### src/rtl/core/lcets_pkg.sv
package lcets_pkg;

  localparam int SAMPLE_W  = 24;
  localparam int FRAC_W    = 16;
  localparam int SMOOTH_W  = 40;
  localparam int ALPHA_W   = 17;
  localparam int RECIP_W   = 48;
  localparam int TIMEOUT_W = 16;
  localparam int GRAMS_W   = 32;
  localparam int STATUS_W  = 2;
  localparam int OP_W      = 2;

  localparam int IN_DATA_W  = 24;
  localparam int IN_USER_W  = 2;
  localparam int OUT_DATA_W = 104;
  localparam int OUT_USER_W = STATUS_W;

  localparam int APB_ADDR_W = 5;
  localparam int APB_DATA_W = 64;

  localparam int QDEPTH = 2;
  localparam int QPTR_W = (QDEPTH > 1) ? $clog2(QDEPTH) : 1;
  localparam int QCNT_W = $clog2(QDEPTH + 1);

  localparam logic [ALPHA_W-1:0]   ALPHA_ONE     = 17'h1_0000;
  localparam logic [ALPHA_W-1:0]   ALPHA_RESET   = 17'd6554;
  localparam logic [RECIP_W-1:0]   RECIP_RESET   = 48'd4294967;
  localparam logic [TIMEOUT_W-1:0] TIMEOUT_RESET = 16'd50;
  localparam logic [TIMEOUT_W-1:0] MISS_MAX      = 16'hFFFF;

  localparam logic [OP_W-1:0] OP_SAMPLE = 2'd0;
  localparam logic [OP_W-1:0] OP_MISS   = 2'd1;
  localparam logic [OP_W-1:0] OP_TARE   = 2'd2;

  localparam logic [STATUS_W-1:0] STAT_SAMPLE      = 2'd0;
  localparam logic [STATUS_W-1:0] STAT_NOT_READY   = 2'd1;
  localparam logic [STATUS_W-1:0] STAT_TARE_DONE   = 2'd2;
  localparam logic [STATUS_W-1:0] STAT_TARE_REJECT = 2'd3;

  localparam logic [1:0] REG_ALPHA   = 2'd0;
  localparam logic [1:0] REG_RECIP   = 2'd1;
  localparam logic [1:0] REG_TIMEOUT = 2'd2;

  typedef struct packed {
    logic [OP_W-1:0]     op;
    logic [SAMPLE_W-1:0] sample;
  } item_t;

  typedef struct packed {
    logic [ALPHA_W-1:0]   alpha;
    logic [RECIP_W-1:0]   recip;
    logic [TIMEOUT_W-1:0] timeout;
  } cfg_t;

  typedef struct packed {
    logic push;
    logic full;
  } q_ctl_t;

endpackage

### src/rtl/core/load_cell_ema_tare_scaler.sv
// Channel  Dir  Handshake          Payload
// s_*      in   s_tvalid/s_tready  tdata: raw_bits; tuser: req_type, data_ready
// m_*      out  m_tvalid/m_tready  tdata: result values; tuser: status
// APB      in   psel/penable       ema_alpha @0x00, cal_reciprocal @0x08, timeout_polls @0x10
//
// Back end steps a blended sample through EMA, EMA_ADD, WHOLE, DIFF, MUL_LO, MUL_HI,
// SUM and DONE; a first sample, miss or tare skips EMA and EMA_ADD. Results load in
// DONE once the output is free. The shared 41x24 multiplier runs once for the
// average and twice for the gram scaling. Two-entry queue keeps input open while the
// back end works or the output stalls. Sync rst resets state, flags and config.
module load_cell_ema_tare_scaler import lcets_pkg::*; (
  input  logic                  clk,
  input  logic                  rst,
  input  logic                  s_tvalid,
  output logic                  s_tready,
  input  logic [IN_DATA_W-1:0]  s_tdata,  // [23:0] raw_bits
  input  logic [IN_USER_W-1:0]  s_tuser,  // [0] req_type, [1] data_ready
  output logic                  m_tvalid,
  input  logic                  m_tready,
  // [23:0] raw_value, [47:24] smoothed_int, [79:48] grams_tenths, [80] is_ready,
  // [81] is_tared, [82] timeout_warning, [98:83] miss_count, [103:99] zero
  output logic [OUT_DATA_W-1:0] m_tdata,
  output logic [OUT_USER_W-1:0] m_tuser,  // [1:0] status
  input  logic                  psel,
  input  logic                  penable,
  input  logic                  pwrite,
  input  logic [APB_ADDR_W-1:0] paddr,
  input  logic [APB_DATA_W-1:0] pwdata,
  output logic [APB_DATA_W-1:0] prdata,
  output logic                  pready
);

  cfg_t   cfg;
  q_ctl_t q_ctl;
  item_t  front_item;
  item_t  head_item;
  logic   q_full;
  logic   q_valid;
  logic   q_pop;

  lcets_regs u_regs (
    .clk     (clk),
    .rst     (rst),
    .psel    (psel),
    .penable (penable),
    .pwrite  (pwrite),
    .paddr   (paddr),
    .pwdata  (pwdata),
    .prdata  (prdata),
    .pready  (pready),
    .cfg     (cfg)
  );

  lcets_front u_front (
    .s_tvalid (s_tvalid),
    .s_tready (s_tready),
    .s_tdata  (s_tdata),
    .s_tuser  (s_tuser),
    .q_full   (q_full),
    .q_ctl    (q_ctl),
    .item     (front_item)
  );

  lcets_queue u_queue (
    .clk       (clk),
    .rst       (rst),
    .q_ctl     (q_ctl),
    .push_item (front_item),
    .full      (q_full),
    .pop       (q_pop),
    .valid     (q_valid),
    .head      (head_item)
  );

  lcets_back u_back (
    .clk      (clk),
    .rst      (rst),
    .cfg      (cfg),
    .q_valid  (q_valid),
    .q_item   (head_item),
    .q_pop    (q_pop),
    .m_tvalid (m_tvalid),
    .m_tready (m_tready),
    .m_tdata  (m_tdata),
    .m_tuser  (m_tuser)
  );

endmodule

### src/rtl/core/lcets_regs.sv
module lcets_regs import lcets_pkg::*; (
  input  logic                  clk,
  input  logic                  rst,
  input  logic                  psel,
  input  logic                  penable,
  input  logic                  pwrite,
  input  logic [APB_ADDR_W-1:0] paddr,
  input  logic [APB_DATA_W-1:0] pwdata,
  output logic [APB_DATA_W-1:0] prdata,
  output logic                  pready,
  output cfg_t                  cfg
);

  logic       wr_en;
  logic [1:0] reg_idx;

  assign pready  = 1'b1;
  assign reg_idx = paddr[APB_ADDR_W-1:3];
  assign wr_en   = psel && penable && pwrite && pready;

  always_ff @(posedge clk) begin
    if (rst) begin
      cfg.alpha   <= ALPHA_RESET;
      cfg.recip   <= RECIP_RESET;
      cfg.timeout <= TIMEOUT_RESET;
    end else if (wr_en) begin
      case (reg_idx)
        REG_ALPHA:   cfg.alpha   <= pwdata[ALPHA_W-1:0];
        REG_RECIP:   cfg.recip   <= pwdata[RECIP_W-1:0];
        REG_TIMEOUT: cfg.timeout <= pwdata[TIMEOUT_W-1:0];
        default: ;
      endcase
    end
  end

  always_comb begin
    unique case (reg_idx)
      REG_ALPHA:   prdata = {{(APB_DATA_W-ALPHA_W){1'b0}}, cfg.alpha};
      REG_RECIP:   prdata = {{(APB_DATA_W-RECIP_W){1'b0}}, cfg.recip};
      REG_TIMEOUT: prdata = {{(APB_DATA_W-TIMEOUT_W){1'b0}}, cfg.timeout};
      default:     prdata = '0;
    endcase
  end

endmodule

### src/rtl/core/lcets_front.sv
module lcets_front import lcets_pkg::*; (
  input  logic                 s_tvalid,
  output logic                 s_tready,
  input  logic [IN_DATA_W-1:0] s_tdata,
  input  logic [IN_USER_W-1:0] s_tuser,
  input  logic                 q_full,
  output q_ctl_t               q_ctl,
  output item_t                item
);

  logic req_tare;
  logic data_ready;

  assign req_tare   = s_tuser[0];
  assign data_ready = s_tuser[1];

  assign s_tready   = !q_full;
  assign q_ctl.push = s_tvalid && s_tready;
  assign q_ctl.full = q_full;

  // tare wins over the ready flag; raw word ignored for tare and misses
  always_comb begin
    item.sample = s_tdata[SAMPLE_W-1:0];
    if (req_tare) begin
      item.op = OP_TARE;
    end else if (data_ready) begin
      item.op = OP_SAMPLE;
    end else begin
      item.op = OP_MISS;
    end
  end

endmodule

### src/rtl/core/lcets_queue.sv
module lcets_queue import lcets_pkg::*; (
  input  logic   clk,
  input  logic   rst,
  input  q_ctl_t q_ctl,
  input  item_t  push_item,
  output logic   full,
  input  logic   pop,
  output logic   valid,
  output item_t  head
);

  item_t             slots [QDEPTH];
  logic [QPTR_W-1:0] wr_ptr;
  logic [QPTR_W-1:0] rd_ptr;
  logic [QCNT_W-1:0] count;

  assign full  = (count == QCNT_W'(QDEPTH));
  assign valid = (count != '0);
  assign head  = slots[rd_ptr];

  always_ff @(posedge clk) begin
    if (q_ctl.push) begin
      slots[wr_ptr] <= push_item;
    end
  end

  always_ff @(posedge clk) begin
    if (rst) begin
      wr_ptr <= '0;
      rd_ptr <= '0;
      count  <= '0;
    end else begin
      if (q_ctl.push) begin
        wr_ptr <= (wr_ptr == QPTR_W'(QDEPTH - 1)) ? '0 : wr_ptr + QPTR_W'(1);
      end
      if (pop) begin
        rd_ptr <= (rd_ptr == QPTR_W'(QDEPTH - 1)) ? '0 : rd_ptr + QPTR_W'(1);
      end
      if (q_ctl.push && !pop) begin
        count <= count + QCNT_W'(1);
      end else if (pop && !q_ctl.push) begin
        count <= count - QCNT_W'(1);
      end
    end
  end

`ifndef SYNTHESIS
  a_no_push_when_full: assert property (@(posedge clk) disable iff (rst)
    q_ctl.push |-> !q_ctl.full && (count < QCNT_W'(QDEPTH)))
    else $error("queue written while full");

  a_no_pop_when_empty: assert property (@(posedge clk) disable iff (rst)
    pop |-> count != '0)
    else $error("queue read while empty");

  a_count_bounded: assert property (@(posedge clk) disable iff (rst)
    count <= QCNT_W'(QDEPTH))
    else $error("queue count out of range");
`endif

endmodule

### src/rtl/core/lcets_back.sv
module lcets_back import lcets_pkg::*; (
  input  logic                  clk,
  input  logic                  rst,
  input  cfg_t                  cfg,
  input  logic                  q_valid,
  input  item_t                 q_item,
  output logic                  q_pop,
  output logic                  m_tvalid,
  input  logic                  m_tready,
  output logic [OUT_DATA_W-1:0] m_tdata,
  output logic [OUT_USER_W-1:0] m_tuser
);

  localparam logic [3:0] S_IDLE    = 4'd0;
  localparam logic [3:0] S_EMA     = 4'd1;
  localparam logic [3:0] S_EMA_ADD = 4'd2;
  localparam logic [3:0] S_WHOLE   = 4'd3;
  localparam logic [3:0] S_DIFF    = 4'd4;
  localparam logic [3:0] S_MUL_LO  = 4'd5;
  localparam logic [3:0] S_MUL_HI  = 4'd6;
  localparam logic [3:0] S_SUM     = 4'd7;
  localparam logic [3:0] S_DONE    = 4'd8;

  localparam int MUL_A_W = SMOOTH_W + 1;
  localparam int MUL_B_W = RECIP_W / 2;
  localparam int PROD_W  = 58;
  localparam int PART_W  = 52;
  localparam int MAG10_W = 28;
  localparam int DIFF_W  = SAMPLE_W + 1;
  localparam int GSUM_W  = PART_W + MUL_B_W + 1;
  localparam int MAG_W   = GSUM_W - 32;

  logic [3:0]          state;
  logic [OP_W-1:0]     op;
  logic [SAMPLE_W-1:0] sample;

  logic [SAMPLE_W-1:0]  last_raw;
  logic [SMOOTH_W-1:0]  smoothed;
  logic [SAMPLE_W-1:0]  tare_offset;
  logic                 seeded;
  logic                 tare_taken;
  logic [TIMEOUT_W-1:0] miss;
  logic                 warn;
  logic [STATUS_W-1:0]  status;

  logic [SAMPLE_W-1:0] whole;
  logic [PROD_W-1:0]   prod;
  logic [PART_W-1:0]   lo;
  logic [MAG10_W-1:0]  mag10;
  logic                neg;
  logic [MAG_W-1:0]    mag;

  logic [ALPHA_W-1:0]         alpha_eff;
  logic signed [MUL_A_W-1:0]  ema_delta;
  logic signed [MUL_A_W-1:0]  mul_a;
  logic [MUL_B_W-1:0]         mul_b;
  logic signed [MUL_A_W+MUL_B_W:0] mul_full;
  logic signed [PROD_W-1:0]   ema_round;
  logic [SMOOTH_W+1:0]        ema_new;
  logic [SMOOTH_W-1:0]        whole_round;
  logic [DIFF_W-1:0]          diff;
  logic [DIFF_W-1:0]          diff_abs;
  logic [MAG10_W-1:0]         mag10_calc;
  logic [GSUM_W-1:0]          gram_sum;
  logic [GRAMS_W-1:0]         grams;
  logic [TIMEOUT_W-1:0]       miss_inc;
  logic                       out_load;

  assign q_pop    = (state == S_IDLE) && q_valid;
  assign miss_inc = miss + TIMEOUT_W'(1);
  assign out_load = (state == S_DONE) && (!m_tvalid || m_tready);

  always_comb begin
    alpha_eff = (cfg.alpha > ALPHA_ONE) ? ALPHA_ONE : cfg.alpha;
    // new = old + round(alpha * (S - old)), alpha in Q1.16
    ema_delta = $signed({sample[SAMPLE_W-1], sample, {FRAC_W{1'b0}}})
              - $signed({smoothed[SMOOTH_W-1], smoothed});
    case (state)
      S_EMA: begin
        mul_a = ema_delta;
        mul_b = {{(MUL_B_W-ALPHA_W){1'b0}}, alpha_eff};
      end
      S_MUL_LO: begin
        mul_a = $signed({{(MUL_A_W-MAG10_W){1'b0}}, mag10});
        mul_b = cfg.recip[MUL_B_W-1:0];
      end
      default: begin
        mul_a = $signed({{(MUL_A_W-MAG10_W){1'b0}}, mag10});
        mul_b = cfg.recip[RECIP_W-1:MUL_B_W];
      end
    endcase
    mul_full = mul_a * $signed({1'b0, mul_b});

    ema_round = $signed(prod) + $signed(PROD_W'(32768));
    ema_new   = {{2{smoothed[SMOOTH_W-1]}}, smoothed}
              + ema_round[PROD_W-1:FRAC_W];

    // truncate toward zero
    whole_round = smoothed + {{(SMOOTH_W-FRAC_W){1'b0}}, {FRAC_W{smoothed[SMOOTH_W-1]}}};

    diff       = {whole[SAMPLE_W-1], whole} - {tare_offset[SAMPLE_W-1], tare_offset};
    diff_abs   = diff[DIFF_W-1] ? (~diff + DIFF_W'(1)) : diff;
    mag10_calc = {diff_abs, 3'b000} + {2'b00, diff_abs, 1'b0};

    gram_sum = {1'b0, prod[PART_W-1:0], {MUL_B_W{1'b0}}}
             + {{(GSUM_W-PART_W){1'b0}}, lo}
             + GSUM_W'(33'h0_8000_0000);

    if (neg) begin
      if (mag >= MAG_W'(33'h0_8000_0000)) begin
        grams = 32'h8000_0000;
      end else begin
        grams = ~mag[GRAMS_W-1:0] + GRAMS_W'(1);
      end
    end else begin
      if (mag > MAG_W'(32'h7FFF_FFFF)) begin
        grams = 32'h7FFF_FFFF;
      end else begin
        grams = mag[GRAMS_W-1:0];
      end
    end
  end

  always_ff @(posedge clk) begin
    if (rst) begin
      state       <= S_IDLE;
      last_raw    <= '0;
      smoothed    <= '0;
      tare_offset <= '0;
      seeded      <= 1'b0;
      tare_taken  <= 1'b0;
      miss        <= '0;
      warn        <= 1'b0;
      status      <= STAT_SAMPLE;
      whole       <= '0;
      m_tvalid    <= 1'b0;
    end else begin
      if (out_load) begin
        m_tvalid <= 1'b1;
      end else if (m_tready) begin
        m_tvalid <= 1'b0;
      end
      unique case (state)
        S_IDLE: begin
          if (q_valid) begin
            op     <= q_item.op;
            sample <= q_item.sample;
            warn   <= 1'b0;
            state  <= S_WHOLE;
            case (q_item.op)
              OP_TARE: begin
                status <= seeded ? STAT_TARE_DONE : STAT_TARE_REJECT;
              end
              OP_SAMPLE: begin
                status   <= STAT_SAMPLE;
                miss     <= '0;
                last_raw <= q_item.sample;
                if (seeded) begin
                  state <= S_EMA;
                end else begin
                  smoothed <= {q_item.sample, {FRAC_W{1'b0}}};
                  seeded   <= 1'b1;
                end
              end
              default: begin
                status <= STAT_NOT_READY;
                if (miss != MISS_MAX) begin
                  miss <= miss_inc;
                  warn <= (miss_inc == cfg.timeout);
                end
              end
            endcase
          end
        end
        S_EMA: begin
          prod  <= mul_full[PROD_W-1:0];
          state <= S_EMA_ADD;
        end
        S_EMA_ADD: begin
          smoothed <= ema_new[SMOOTH_W-1:0];
          state    <= S_WHOLE;
        end
        S_WHOLE: begin
          whole <= whole_round[SMOOTH_W-1:FRAC_W];
          if (op == OP_TARE && seeded) begin
            tare_offset <= whole_round[SMOOTH_W-1:FRAC_W];
            tare_taken  <= 1'b1;
          end
          state <= S_DIFF;
        end
        S_DIFF: begin
          mag10 <= mag10_calc;
          neg   <= diff[DIFF_W-1];
          state <= S_MUL_LO;
        end
        S_MUL_LO: begin
          prod  <= mul_full[PROD_W-1:0];
          state <= S_MUL_HI;
        end
        S_MUL_HI: begin
          lo    <= prod[PART_W-1:0];
          prod  <= mul_full[PROD_W-1:0];
          state <= S_SUM;
        end
        S_SUM: begin
          mag   <= gram_sum[GSUM_W-1:32];
          state <= S_DONE;
        end
        S_DONE: begin
          if (out_load) begin
            m_tuser  <= status;
            m_tdata  <= {{(OUT_DATA_W-99){1'b0}}, miss, warn, tare_taken, seeded,
                         grams, whole, last_raw};
            state    <= S_IDLE;
          end
        end
        default: state <= S_IDLE;
      endcase
    end
  end

`ifndef SYNTHESIS
  a_tare_needs_seed: assert property (@(posedge clk) disable iff (rst)
    tare_taken |-> seeded)
    else $error("tare captured without a sample");

  a_warn_has_misses: assert property (@(posedge clk) disable iff (rst)
    warn |-> (miss != '0) && (status == STAT_NOT_READY))
    else $error("timeout warning without misses");

  a_done_holds: assert property (@(posedge clk) disable iff (rst)
    (state == S_DONE && m_tvalid && !m_tready) |=> state == S_DONE)
    else $error("result overwritten while output stalled");
`endif

endmodule

### config.mk
export PLATFORM = sky130hd
export DESIGN_NAME = load_cell_ema_tare_scaler
export DESIGN_NICKNAME = d
export VERILOG_FILES = /design/src/rtl/core/lcets_pkg.sv /design/src/rtl/core/load_cell_ema_tare_scaler.sv /design/src/rtl/core/lcets_regs.sv /design/src/rtl/core/lcets_front.sv /design/src/rtl/core/lcets_queue.sv /design/src/rtl/core/lcets_back.sv
export SDC_FILE = /design/constraint.sdc
export NUM_CORES = 2
export LEC_CHECK = 0
export BUFFER_PORTS_ARGS = -buffer_cell sky130_fd_sc_hd__buf_2
export CAP_MARGIN = 20
export CORE_ASPECT_RATIO = 0.9
export CORE_MARGIN = 1.5
export CORE_UTILIZATION = 60
export CTS_CLUSTER_SIZE = 25
export DETAILED_ROUTE_END_ITERATION = 8
export PLACE_DENSITY = 0.78
export SYNTH_ARGS = -nofsm -noshare
export SYNTH_HDL_FRONTEND = slang
export SYNTH_HIERARCHICAL = 1
export SYNTH_SLANG_ARGS = --single-unit
### constraint.sdc
create_clock -name clk -period 23.5 [get_ports clk]
set_input_delay 3.525 -clock clk [delete_from_list [all_inputs] [get_ports clk]]
set_output_delay 3.525 -clock clk [all_outputs]
set_load 0.02 [all_outputs]
==> impl_metrics.env <==
export IMPL_fin_crit_sh=0.478
export IMPL_die_w_um=339
export IMPL_utilization=0.654
export IMPL_clk_latency_ps=660
export IMPL_critPathSlowestCell="and2_1"
export IMPL_avgViaCountPerCell=5.90
export IMPL_synth_cell_area_um2=61000
export IMPL_die_area_um2=104000
export IMPL_final_cell_mix="1,103 x inv_1, 878 x fa_1, 738 x nor2_1, 682 x nand2_1, 339 x ha_1"
export IMPL_antenna_left=0
export IMPL_setup_viol_count_final=0
export IMPL_grt_first_pass_wirelength_mm=274
export IMPL_globalRoute_totalOverflow=0
export IMPL_setup_tns_ps=0
export IMPL_num_rows=110
export IMPL_status="completed"
export IMPL_ios=275
export IMPL_hpwl_mm=135
export IMPL_rsz0062_at_grt="no"
export IMPL_finalMaxSlewViolations=0
export IMPL_core_area_um2=100000
export IMPL_drc=0
export IMPL_vias=47800
export IMPL_cts_hold_buf=0
export IMPL_grt_max_degree=142
export IMPL_crit_required_ps=23900
export IMPL_cp_common_cell="fa_1"
export IMPL_hold_viol=0
export IMPL_h_tree_depth=2
export IMPL_max_freq_mhz=89.1
export IMPL_min_period_ps=11230
export IMPL_grt_antenna_before_repair=6
export IMPL_final_common_cell="inv_1"
export IMPL_cp_end_kind="register"
export IMPL_drt_met1_wl_mm=66.7
export IMPL_drive_gt1_frac=0.0833
export IMPL_cts_resized_gates=0
export IMPL_initialDrtViolationCount=4562
export IMPL_nFillCells=8089
export IMPL_io_buffers=233
export IMPL_wl_met3_mm=20.6
export IMPL_stdcell_area_um2=65700
export IMPL_grt_pass1_vias=48400
export IMPL_cts_tree="done"
export IMPL_wl_met2_mm=78.3
export IMPL_yosys_warnings=6
export IMPL_track_usage=0.342
export IMPL_start_kind="register"
export IMPL_wire_per_inst_um=21.8
export IMPL_numCtsBuffers=57
export IMPL_dr_pass1_iters=8
export IMPL_tightest_slew_ps=1040
export IMPL_maxUsedRoutingLayer="met5"
export IMPL_gp_congestion=0.985
export IMPL_path_max_fanout=12
export IMPL_cp_top_family="adder cells"
export IMPL_clk_pin_slew_ps=70
export IMPL_max_slew_margin=0.303
export IMPL_slowest_delay_ps=720
export IMPL_drt_wl_total_mm=176
export IMPL_nNetsFinal=8020
export IMPL_skew_ps=59.7
export IMPL_area_growth_pct=7.72
export IMPL_syn_inst=6532
export IMPL_root_buffer="clkbuf_16"
export IMPL_placed_area_um2=63800
export IMPL_criticalPathCategory="register to register"
export IMPL_die_h_um=306
export IMPL_start_util=0.607
export IMPL_worst_path_buf_inv=4
export IMPL_hold_path_class="register to register"
export IMPL_cts_sinks=560
export IMPL_cts_setup_buffers=0
export IMPL_avgSynthCellArea_um2=9.34
export IMPL_clk_path_buf_depth=3
export IMPL_maxCapViolCount=0
export IMPL_worstPathArrival_ps=11630
-- layer usage --
| layer | vias up | global-route usage |
|---|---|---|
| met5 | - | 0 |
| met4 | 6 | 0.172 |
| met3 | 615 | 0.0953 |
| met2 | 2665 | 0.529 |
| met1 | 23400 | 0.444 |
| li1 | 21100 | - |
-- registers in the layout (all words and copies together) (netlist names), 2 cells and up, named ones only --
| name | flops |
|---|---|
| u_back/last_raw | 24 |
| u_queue/count | 2 |
| u_back/op | 2 |
| u_back/sample | 24 |
| u_regs/cfg | 81 |
| u_back/tare_offset | 24 |
| u_back/state | 4 |
| u_back/smoothed | 40 |
| u_back/whole | 24 |
| u_back/status | 2 |
| u_back/prod | 56 |
| u_back/miss | 16 |
| u_back/lo | 28 |
| u_back/m_tdata | 99 |
| u_back/mag10 | 27 |
| u_queue/slots | 52 |
| u_back/m_tuser | 2 |
| u_back/mag | 45 |
-- worst register-to-register path: cells and delay by family, from the launching register on --
kind	cells	cell delay (ps)
AOI/OAI and AO/OA	15	4140
xor gates and xnor gates	3	610
adders and majority gates	9	4290
buffers and inverters	4	280
DFF	1	520
and+or+nand+nor	5	1140
-- through the flow --
stage | worst slack, ps | instances | hold slack (ps)
floorplan | 11520 | 6606 | 406
global placement | 12470 | 7981 | 411
detailed placement | 12330 | 7982 | 413
CTS | 12270 | 8089 | 427
global route | 11690 | 8093 | 440
finish | 12270 | 8096 | 427
-- final cells by class --
cell class / instances / area (µm²) / area share
Antenna cell: 3 / 7.51 / 0.000114
Clock buffer: 84 / 1720 / 0.0262
Clock inverter: 23 / 204 / 0.00310
Inverter: 1104 / 4140 / 0.0630
Multi-Input combinational cell: 4632 / 41400 / 0.629
Sequential cell: 560 / 14600 / 0.222
Tap cell: 1344 / 1680 / 0.0256
Timing Repair Buffer: 346 / 2040 / 0.0310
-- worst paths after layout --
| check | slack (ps) | startpoint | cells after the start | end |
|---|---|---|---|---|
| hold / removal | 430 | u_back/last_raw[23]$_SDFFE_PP0P_ | 0 | u_back/m_tdata[23]$_DFFE_PP_ |
| setup reg to reg | 12270 | u_back/smoothed[17]$_SDFFE_PP0P_ | 36 | u_back/prod[55]$_DFFE_PP_ |
| setup / recovery | 12270 | u_back/smoothed[17]$_SDFFE_PP0P_ | 36 | u_back/prod[55]$_DFFE_PP_ |
| hold reg to reg | 430 | u_back/last_raw[23]$_SDFFE_PP0P_ | 0 | u_back/m_tdata[23]$_DFFE_PP_ |
Power is left out: the tool's default activity adds up to more than one toggle a clock period on the data nets, which glitch-free logic cannot reach.
